==> src/i2r_pkg.sv <==
// Package for the integer to Roman numeral encoder: symbol table, ASCII codes,
// controller state type and the command/status words between controller and datapath.
// No dependencies.
package i2r_pkg;

    localparam int unsigned ValueW = 12;
    localparam int unsigned CharW  = 7;
    localparam int unsigned NumSym = 13;
    localparam int unsigned SymIdxW = $clog2(NumSym);
    localparam logic [ValueW-1:0] MaxValue = 12'd3999;

    localparam logic [CharW-1:0] ChrI    = 7'h49;
    localparam logic [CharW-1:0] ChrV    = 7'h56;
    localparam logic [CharW-1:0] ChrX    = 7'h58;
    localparam logic [CharW-1:0] ChrL    = 7'h4C;
    localparam logic [CharW-1:0] ChrC    = 7'h43;
    localparam logic [CharW-1:0] ChrD    = 7'h44;
    localparam logic [CharW-1:0] ChrM    = 7'h4D;
    localparam logic [CharW-1:0] ChrNone = 7'h00;

    typedef enum logic [1:0] {
        ST_IDLE,
        ST_RUN,
        ST_PAIR,
        ST_BAD
    } state_t;

    // One entry of the greedy symbol table; pair entries emit c1 then c2.
    typedef struct packed {
        logic [ValueW-1:0] val;
        logic [CharW-1:0]  c1;
        logic [CharW-1:0]  c2;
        logic              pair;
    } sym_t;

    typedef struct packed {
        logic load;     // take value into the remainder register
        logic step;     // emit the first char of the picked symbol, subtract it
        logic second;   // emit the held second char of a pair
        logic bad;      // emit the single invalid word
    } cmd_t;

    typedef struct packed {
        logic value_bad;  // input value is zero or above the range
        logic sel_pair;   // picked symbol is a subtractive pair
        logic step_zero;  // remainder reaches zero after this step
        logic rem_zero;   // remainder is zero now
    } status_t;

    function automatic sym_t i2r_sym(input logic [SymIdxW-1:0] idx);
        sym_t s;
        unique case (idx)
            4'd0:    s = '{12'd1000, ChrM, ChrNone, 1'b0};
            4'd1:    s = '{12'd900,  ChrC, ChrM,    1'b1};
            4'd2:    s = '{12'd500,  ChrD, ChrNone, 1'b0};
            4'd3:    s = '{12'd400,  ChrC, ChrD,    1'b1};
            4'd4:    s = '{12'd100,  ChrC, ChrNone, 1'b0};
            4'd5:    s = '{12'd90,   ChrX, ChrC,    1'b1};
            4'd6:    s = '{12'd50,   ChrL, ChrNone, 1'b0};
            4'd7:    s = '{12'd40,   ChrX, ChrL,    1'b1};
            4'd8:    s = '{12'd10,   ChrX, ChrNone, 1'b0};
            4'd9:    s = '{12'd9,    ChrI, ChrX,    1'b1};
            4'd10:   s = '{12'd5,    ChrV, ChrNone, 1'b0};
            4'd11:   s = '{12'd4,    ChrI, ChrV,    1'b1};
            default: s = '{12'd1,    ChrI, ChrNone, 1'b0};
        endcase
        return s;
    endfunction

    // Largest symbol not above rem; falls back to I.
    function automatic logic [SymIdxW-1:0] i2r_pick(input logic [ValueW-1:0] rem);
        logic [SymIdxW-1:0] idx;
        idx = SymIdxW'(NumSym - 1);
        for (int i = NumSym - 1; i >= 0; i--) begin
            if (rem >= i2r_sym(SymIdxW'(i)).val) begin
                idx = SymIdxW'(i);
            end
        end
        return idx;
    endfunction

endpackage

==> src/integer_to_roman_encoder.sv <==
// Top level of the integer to Roman numeral encoder: controller plus datapath.
// Depends on i2r_pkg, i2r_ctrl and i2r_dpath.
//
// Pulse start while busy is low to hand in a 12-bit value; the block then
// emits its Roman numeral one ASCII char per cycle, most significant first,
// each word shown for one cycle with char_valid high and last_char high on
// the final char. The receiver cannot stall, so sample every word on
// char_valid. A value of zero or above 3999 yields one word with invalid and
// last_char set and char_code zero. Busy is high while the controller steps
// through the numeral or the invalid word, and start is taken only while busy
// is low. The longest numeral, for 3888, has 15 chars. The pace is set by the
// greedy loop: each cycle the datapath picks the largest symbol of the table
// not above the remainder register and emits one char of it; a pair's second char is held and emitted on its own.
module integer_to_roman_encoder (
    input  logic                          clk,
    input  logic                          rst_n,
    input  logic                          start,
    output logic                          busy,
    input  logic [i2r_pkg::ValueW-1:0]    value,
    output logic                          char_valid,
    output logic [i2r_pkg::CharW-1:0]     char_code,
    output logic                          last_char,
    output logic                          invalid
);
    import i2r_pkg::*;

    // commands down, status up; nothing else crosses between the two halves
    cmd_t    cmd;
    status_t sts;

    i2r_ctrl u_ctrl (
        .clk   (clk),
        .rst_n (rst_n),
        .start (start),
        .sts   (sts),
        .cmd   (cmd),
        .busy  (busy)
    );

    i2r_dpath u_dpath (
        .clk        (clk),
        .rst_n      (rst_n),
        .value      (value),
        .cmd        (cmd),
        .sts        (sts),
        .char_valid (char_valid),
        .char_code  (char_code),
        .last_char  (last_char),
        .invalid    (invalid)
    );

endmodule

==> src/i2r_ctrl.sv <==
// Controller of the integer to Roman numeral encoder: load, step, pair and invalid states.
// Depends on i2r_pkg.
module i2r_ctrl (
    input  logic             clk,
    input  logic             rst_n,
    input  logic             start,
    input  i2r_pkg::status_t sts,
    output i2r_pkg::cmd_t    cmd,
    output logic             busy
);
    import i2r_pkg::*;

    state_t state_reg;
    state_t state_next;

    always_ff @(posedge clk or negedge rst_n)
    begin
        if (!rst_n)
        begin
            state_reg <= ST_IDLE;
        end
        else
        begin
            state_reg <= state_next;
        end
    end

    always_comb
    begin
        state_next = state_reg;
        unique case (state_reg)
            ST_IDLE:
            begin
                if (start)
                begin
                    state_next = sts.value_bad ? ST_BAD : ST_RUN;
                end
            end
            ST_RUN:
            begin
                if (sts.sel_pair)
                begin
                    state_next = ST_PAIR;
                end
                else if (sts.step_zero)
                begin
                    state_next = ST_IDLE;
                end
            end
            ST_PAIR:
            begin
                state_next = sts.rem_zero ? ST_IDLE : ST_RUN;
            end
            ST_BAD:
            begin
                state_next = ST_IDLE;
            end
            default:
            begin
                state_next = ST_IDLE;
            end
        endcase
    end

    always_comb
    begin
        cmd  = '0;
        busy = 1'b1;
        unique case (state_reg)
            ST_IDLE:
            begin
                busy     = 1'b0;
                cmd.load = start;
            end
            ST_RUN:  cmd.step   = 1'b1;
            ST_PAIR: cmd.second = 1'b1;
            ST_BAD:  cmd.bad    = 1'b1;
            default: busy       = 1'b1;
        endcase
    end

endmodule

==> src/i2r_dpath.sv <==
// Datapath of the integer to Roman numeral encoder: remainder, symbol pick, output word.
// Depends on i2r_pkg.
module i2r_dpath (
    input  logic                          clk,
    input  logic                          rst_n,
    input  logic [i2r_pkg::ValueW-1:0]    value,
    input  i2r_pkg::cmd_t                 cmd,
    output i2r_pkg::status_t              sts,
    output logic                          char_valid,
    output logic [i2r_pkg::CharW-1:0]     char_code,
    output logic                          last_char,
    output logic                          invalid
);
    import i2r_pkg::*;

    logic [ValueW-1:0]  rem_reg, rem_next;
    logic [CharW-1:0]   pend_reg, pend_next;
    logic               strobe_reg, strobe_next;
    logic [CharW-1:0]   char_reg, char_next;
    logic               last_reg, last_next;
    logic               invalid_reg, invalid_next;

    logic [SymIdxW-1:0] sel;
    sym_t               sym;
    logic [ValueW-1:0]  rem_sub;

    assign sel     = i2r_pick(rem_reg);
    assign sym     = i2r_sym(sel);
    assign rem_sub = rem_reg - sym.val;

    assign sts.value_bad = (value == '0) || (value > MaxValue);
    assign sts.sel_pair  = sym.pair;
    assign sts.step_zero = (rem_sub == '0);
    assign sts.rem_zero  = (rem_reg == '0);

    always_comb
    begin
        rem_next     = rem_reg;
        pend_next    = pend_reg;
        strobe_next  = cmd.step | cmd.second | cmd.bad;
        char_next    = ChrNone;
        last_next    = 1'b0;
        invalid_next = cmd.bad;
        if (cmd.load)
        begin
            rem_next = value;
        end
        if (cmd.step)
        begin
            // subtract the whole symbol now; a pair's second char waits in pend
            rem_next  = rem_sub;
            pend_next = sym.c2;
            char_next = sym.c1;
            last_next = !sym.pair && (rem_sub == '0);
        end
        if (cmd.second)
        begin
            char_next = pend_reg;
            last_next = (rem_reg == '0);
        end
        if (cmd.bad)
        begin
            last_next = 1'b1;
        end
    end

    always_ff @(posedge clk or negedge rst_n)
    begin
        if (!rst_n)
        begin
            strobe_reg <= 1'b0;
        end
        else
        begin
            strobe_reg <= strobe_next;
        end
    end

    always_ff @(posedge clk)
    begin
        rem_reg     <= rem_next;
        pend_reg    <= pend_next;
        char_reg    <= char_next;
        last_reg    <= last_next;
        invalid_reg <= invalid_next;
    end

    assign char_valid = strobe_reg;
    assign char_code  = char_reg;
    assign last_char  = last_reg;
    assign invalid    = invalid_reg;

    a_invalid_single: assert property (@(posedge clk) disable iff (!rst_n)
        (strobe_reg && invalid_reg) |-> (last_reg && char_reg == ChrNone))
        else $error("invalid word must be a single last word with no char");

    a_char_present: assert property (@(posedge clk) disable iff (!rst_n)
        (strobe_reg && !invalid_reg) |-> (char_reg != ChrNone))
        else $error("valid numeral word carries no char");

    a_step_nonzero: assert property (@(posedge clk) disable iff (!rst_n)
        cmd.step |-> (rem_reg != '0))
        else $error("step issued with empty remainder");

    a_strobe_follows_cmd: assert property (@(posedge clk) disable iff (!rst_n)
        (cmd.step || cmd.second || cmd.bad) |=> strobe_reg)
        else $error("emit command did not produce a word");

endmodule
==> config.mk <==
export PLATFORM = sky130hd
export DESIGN_NAME = integer_to_roman_encoder
export DESIGN_NICKNAME = d
export VERILOG_FILES = /design/src/i2r_pkg.sv /design/src/integer_to_roman_encoder.sv /design/src/i2r_ctrl.sv /design/src/i2r_dpath.sv
export SDC_FILE = /design/constraint.sdc
export NUM_CORES = 1
export LEC_CHECK = 0
export BUFFER_PORTS_ARGS = -buffer_cell sky130_fd_sc_hd__buf_2
export CORE_UTILIZATION = 40
export DETAILED_ROUTE_END_ITERATION = 7
export MAX_ROUTING_LAYER = met4
export SLEW_MARGIN = 20
export SYNTH_ARGS = -nofsm -noshare
export SYNTH_HDL_FRONTEND = slang
export SYNTH_SLANG_ARGS = --single-unit
==> constraint.sdc <==
create_clock -name clk -period 6.5 [get_ports clk]
set_input_delay 1.3 -clock clk [delete_from_list [all_inputs] [get_ports clk]]
set_output_delay 1.3 -clock clk [all_outputs]
set_load 0.01 [all_outputs]
==> impl_metrics.toml, run 1 <==
[critical_path]
path_max_fanout = 7
cp.required_ps = 6670
worst_r2r_path_depth = 16
r2r_end = "u_ctrl.state_reg[0]$_DFFE_PN0P_"
cp-end-kind = "flop"
crit_arrival_ps = 5340
critPathLaunchType = "flop"
r2r-start = "u_dpath.rem_reg[11]$_DFFE_PP_"
rrSetupSlack_ps = 1340
crit_type = "reg2reg"

[synth]
synth_seq_cells = 29
syn_nets = 304
yosysMostFrequentCell = "nand2_1"
async_reset_ff_frac = 0.103
ys_seq_area_frac = 0.340
yosysTopAreaCell = "edfxtp_1"
synthTopCellsByCount = "nand2_1 (41), nor2_1 (25), o21ai_0 (20)"
netlist_top_cells_area = "edfxtp_1 (24%), ha_1 (7.7%), dfxtp_1 (7.0%), nand2_1 (6.7%), o21ai_0 (4.4%)"
yosys_warnings = 0
synth_flop_cell = "edfxtp_1"
netlist_area_sq_um = 2280
syn_avg_cell_area_sq_um = 8.33
syn_inst = 274
yosysUniqueCellTypes = 65
synth-edff-count = 18
yosys.area.top_type_share = 0.237

[sta]
worst_pin_slew_ps = 1010
final-hold-violation-count = 0
setup_viol = 0
fin_crit_ps = 5160
drv_slew = 0
setup_ws_ps = 1340
fmax_mhz = 194
clock_skew_ps = 3.27
tns_ps = 0
relSlewSlack = 0.328
rsz0062_at_grt = "no"
fin_crit_sh = 0.795

[die]
fp-row-count = 27
initial_core_util = 0.414
design.core.area_sq_um = 5510
dieArea_sq_um = 6010
dieWidth_microns = 77.5
boundaryPins = 26
die_h_microns = 77.5

[min_path]
holdPathEnd = "u_dpath.char_code[2]$_DFF_P_"
hold_class = "reg2reg"
hp-start = "u_dpath.pend_reg[2]$_DFFE_PP_"
hold_depth = 2

[global_routing]
grt_max_degree = 25
grt_use_total = 0.224
gr-total-overflow = 0
grt_pass1_wl_microns = 9990
antenna_found_initial = 0
grt_pass1_vias = 1973

[outcome]
status = "finished, final reports clean"

[detailed_routing]
num_vias = 2136
drt-pass1-iter-count = 4
routed_via_density = 5.80
ant_nets = 0
finalWirelength_microns = 6020
avgRoutedWirePerCell_microns = 16.4
drtIter0Drc = 116
drc = 0

[clock_tree]
cts_tree = "yes"
clockRootBuffer = "clkbuf_8"
clock_latency_ps = 280
cts_made_buffers = 5
cts_setup_buffers = 0
clock_sinks = 29
cts_resized = 0
clkSlewWorstSetupHoldPaths_ps = 60
htreeDepth = 2
cts_max_path_buffers = 2
postCtsHoldBufs = 0

[cells_and_area]
insertedDiodeCount = 0
area_growth_pct = 11.0
instances_no_fill = 368
fin_nets = 325
largest_register_ffs = 12
design_area_sq_um = 2530
drive_above_1_share = 0.132
fill_cells = 562

[placed_design]
portBuffers = 24
place.gp.congestion = 0.922
hpwl_microns = 4650
dp_cells = 360
dp_slack_ps = 1370
placed_cell_area_sq_um = 2450

[flow_run]
maxCapViolCount = 0
[layout by cell type, fill, tap and decap left out, types with 2 or more instances in the layout]
master    count
clkbuf_1      3
o211ai_1      5
dfrtp_1       3
nand3b_1      2
xnor2_1       3
nor4_1        2
inv_1         9
or2_2         2
nand2_1      41
nor2b_1       2
buf_2        24
or4_1         4
o21a_1        2
nand2b_1      5
ha_1         14
a21o_1        4
o31ai_1       4
nor3_1       11
nand4_1       2
or3_1         5
a31oi_1       2
nor2_1       24
a211oi_1      3
clkbuf_8      5
a21boi_0      3
a21oi_1      16
o21ai_0      20
and2_1        6
nand3_1       5
xor2_1        2
dfxtp_1       8
and3_1        3
o22a_1        2
edfxtp_1     18
[critical path, stage by stage (launching register included)]
cell,delay [ps]
edfxtp_1,480
or3_1,530
a2111oi_0,670
and2_1,290
o31ai_4,110
ha_1,380
nor2_1,110
nor2_1,50
ha_1,200
fa_1,410
and2b_2,260
o2111ai_1,160
a311oi_1,340
a211oi_1,90
xor2_1,160
or4_1,560
a31o_1,240
[per-stage QoR]
stage / utilization / hold slack [ps]
after floorplan: - / 416
after global placement: 0.445 / 424
after detailed placement: 0.445 / 427
after CTS: 0.459 / 443
after global routing: 0.460 / 465
final: 0.460 / 440
[routing by layer]
layer | track usage | vias to the layer above | wire (microns)
li1 | - | 1057 | -
met3 | 0.0329 | 11 | 252
met5 | - | - | 0
met1 | 0.281 | 1009 | 2710
met4 | 0.0849 | 0 | 138
met2 | 0.365 | 59 | 2910
[kinds of logic after synthesis]
group,count (synthesis),share of synthesized area
AO/OA/AOI/OAI,79,0.241
XOR/XNOR,5,0.0192
other,1,0.00164
adder cells (fa/ha/maj),15,0.0855
AND/OR/NAND/NOR,124,0.276
flip-flops,29,0.340
buffers and inverters,21,0.0367
[area by class of cell]
| class | count | area [sq um] | share of cell area |
|---|---|---|---|
| Multi-Input combinational cell | 224 | 1430 | 0.563 |
| Sequential cell | 29 | 776 | 0.306 |
| Timing Repair Buffer | 24 | 120 | 0.0474 |
| Tap cell | 72 | 90.1 | 0.0356 |
| Clock buffer | 8 | 80.1 | 0.0316 |
| Inverter | 11 | 41.3 | 0.0163 |
[worst max-delay path by stage]
stage	from	endpoint	slack [ps]	cells past startpoint
6_report	u_dpath.rem_reg[11]$_DFFE_PP_	u_ctrl.state_reg[0]$_DFFE_PN0P_	1340	16
5_1_grt	u_dpath.rem_reg[11]$_DFFE_PP_	u_ctrl.state_reg[0]$_DFFE_PN0P_	970	16
4_1_cts	u_dpath.rem_reg[11]$_DFFE_PP_	u_ctrl.state_reg[0]$_DFFE_PN0P_	1360	16
3_5_place_dp	u_dpath.rem_reg[11]$_DFFE_PP_	u_ctrl.state_reg[0]$_DFFE_PN0P_	1370	16
3_3_place_gp	u_dpath.rem_reg[11]$_DFFE_PP_	u_ctrl.state_reg[0]$_DFFE_PN0P_	1470	14
2_1_floorplan	u_dpath.rem_reg[4]$_DFFE_PP_	u_ctrl.state_reg[0]$_DFFE_PN0P_	2010	17
Power of run 1 is left out: the tool's default activity adds up to more than one toggle a clock period on the data nets, which glitch-free logic cannot reach.
==> run 2, diff against run 1 <==
==> constraint.sdc (replaced) <==
create_clock -name clk -period 4.49 [get_ports clk]
set_input_delay 0.898 -clock clk [delete_from_list [all_inputs] [get_ports clk]]
set_output_delay 0.898 -clock clk [all_outputs]
set_load 0.01 [all_outputs]
==> impl_metrics.toml, run 2 (synthesis results as in run 1) <==
[die]
dieArea_sq_um = 6010
die_h_microns = 77.5
initial_core_util = 0.414
boundaryPins = 26
design.core.area_sq_um = 5510
fp-row-count = 27
dieWidth_microns = 77.5

[clock_tree]
cts_max_path_buffers = 2
clkSlewWorstSetupHoldPaths_ps = 70
clockRootBuffer = "clkbuf_8"
cts_tree = "yes"
clock_latency_ps = 290
cts_made_buffers = 5
htreeDepth = 2
clock_sinks = 29

[detailed_routing]
met2WireLength_microns = 3300
finalWirelength_microns = 6620
drt-pass1-iter-count = 4
ant_nets = 0
drtIter0Drc = 157
wirelength_met1_microns = 2850
drc = 0
routed_via_density = 5.60
num_vias = 2317
avgRoutedWirePerCell_microns = 16.0
routed.top_layer = "met4"
dr_wl_met3_microns = 198

[sta]
final-hold-violation-count = 0
whs_ps = 387
fmax_mhz = 223
worst_pin_slew_ps = 912
rsz0062_at_grt = "yes"
setup_viol = 0
fin_crit_sh = 0.997
clock_skew_ps = 10.7
drv_slew = 0
relSlewSlack = 0.392
fin_crit_ps = 4480

[placed_design]
placed_cell_area_sq_um = 2710
dp_cells = 395
place.gp.congestion = 0.938
portBuffers = 24
hpwl_microns = 4920

[critical_path]
cp-end-kind = "flop"
rrSetupSlack_ps = 10
crit_type = "reg2reg"
cp_common_cell = "or3_4"
crit_arrival_ps = 4650
cp_cell_sequence = "or3_4 -> or3_4 -> a2111oi_4 -> o31ai_4 -> ha_4 -> a22oi_1 -> nor2_1 -> fa_2 -> and3_4 -> or4b_4 -> a21oi_2 -> nand4_1 -> or4_4 -> a31o_1"
worst_r2r_path_depth = 14
critPathLaunchType = "flop"
cp.required_ps = 4670
crit_slowest_cell = "fa_2"
r2r_end = "u_ctrl.state_reg[0]$_DFFE_PN0P_"
r2r-start = "u_dpath.rem_reg[10]$_DFFE_PP_"
cp-startpoint = "u_dpath.rem_reg[10]$_DFFE_PP_"
path_max_fanout = 4
worstPathBufferInverterCount = 0
cp_slowest_stage_delay_ps = 570
cp_top_family = "simple AND/OR/NAND/NOR gates"

[cells_and_area]
largest_register_ffs = 12
insertedDiodeCount = 0
mostFrequentLayoutCells = "buf_4 (46), nand2_1 (41), nor2_1 (24), buf_2 (24), o21ai_0 (19)"
drive_above_1_share = 0.333
layout_commonest_cell = "buf_4"
final_core_util = 0.555
area_growth_pct = 34.0
instances_no_fill = 414
design_area_sq_um = 3060
fin_nets = 371

[global_routing]
grt_use_total = 0.232
grt_pass1_wl_microns = 10400
antenna_found_initial = 0
gr-total-overflow = 0
grt_max_degree = 25
grt_pass1_vias = 2182

[outcome]
status = "finished, final reports clean"

[flow_run]
maxCapViolCount = 0

[min_path]
hold_class = "in2async"
## run 2: worst max path at each step
| stage | endpoint | depth (start not counted) |
|---|---|---|
| after detailed placement | u_ctrl.state_reg[0]$_DFFE_PN0P_ | 16 |
| after floorplan | u_ctrl.state_reg[0]$_DFFE_PN0P_ | 17 |
| final | u_ctrl.state_reg[0]$_DFFE_PN0P_ | 14 |
| after CTS | u_ctrl.state_reg[0]$_DFFE_PN0P_ | 16 |
| after global routing | u_ctrl.state_reg[0]$_DFFE_PN0P_ | 18 |
| after global placement | u_ctrl.state_reg[0]$_DFFE_PN0P_ | 16 |
## run 2: final cells by class
type                            instances  area [sq um]
Fill cell                             503          2450
Multi-Input combinational cell        224          1600
Sequential cell                        29           776
Timing Repair Buffer                   70           465
Tap cell                               72          90.1
Clock buffer                            5          68.8
Inverter                               11          41.3
Clock inverter                          3          17.5
## run 2: layer usage
layer,vias to the layer above,global-route usage
met5,-,-
met4,0,0.136
met3,15,0.0353
met2,55,0.377
met1,1098,0.272
li1,1149,-
## run 2: what timing repair did
item,4_1_cts,5_1_grt
pin swaps,7,9
hold buffers,0,0
resized for setup,14,18
buffers inserted,1,10
setup endpoints to repair,2,2
## run 2: metrics by stage
stage,setup TNS (ps),setup slack [ps]
final,0,14.5
after global routing,-98.1,-82.2
after CTS,0,12.6
after detailed placement,-438,-261
after global placement,-55.0,-55.0
after floorplan,0,0.627
Power of run 2 is left out for the same reason.
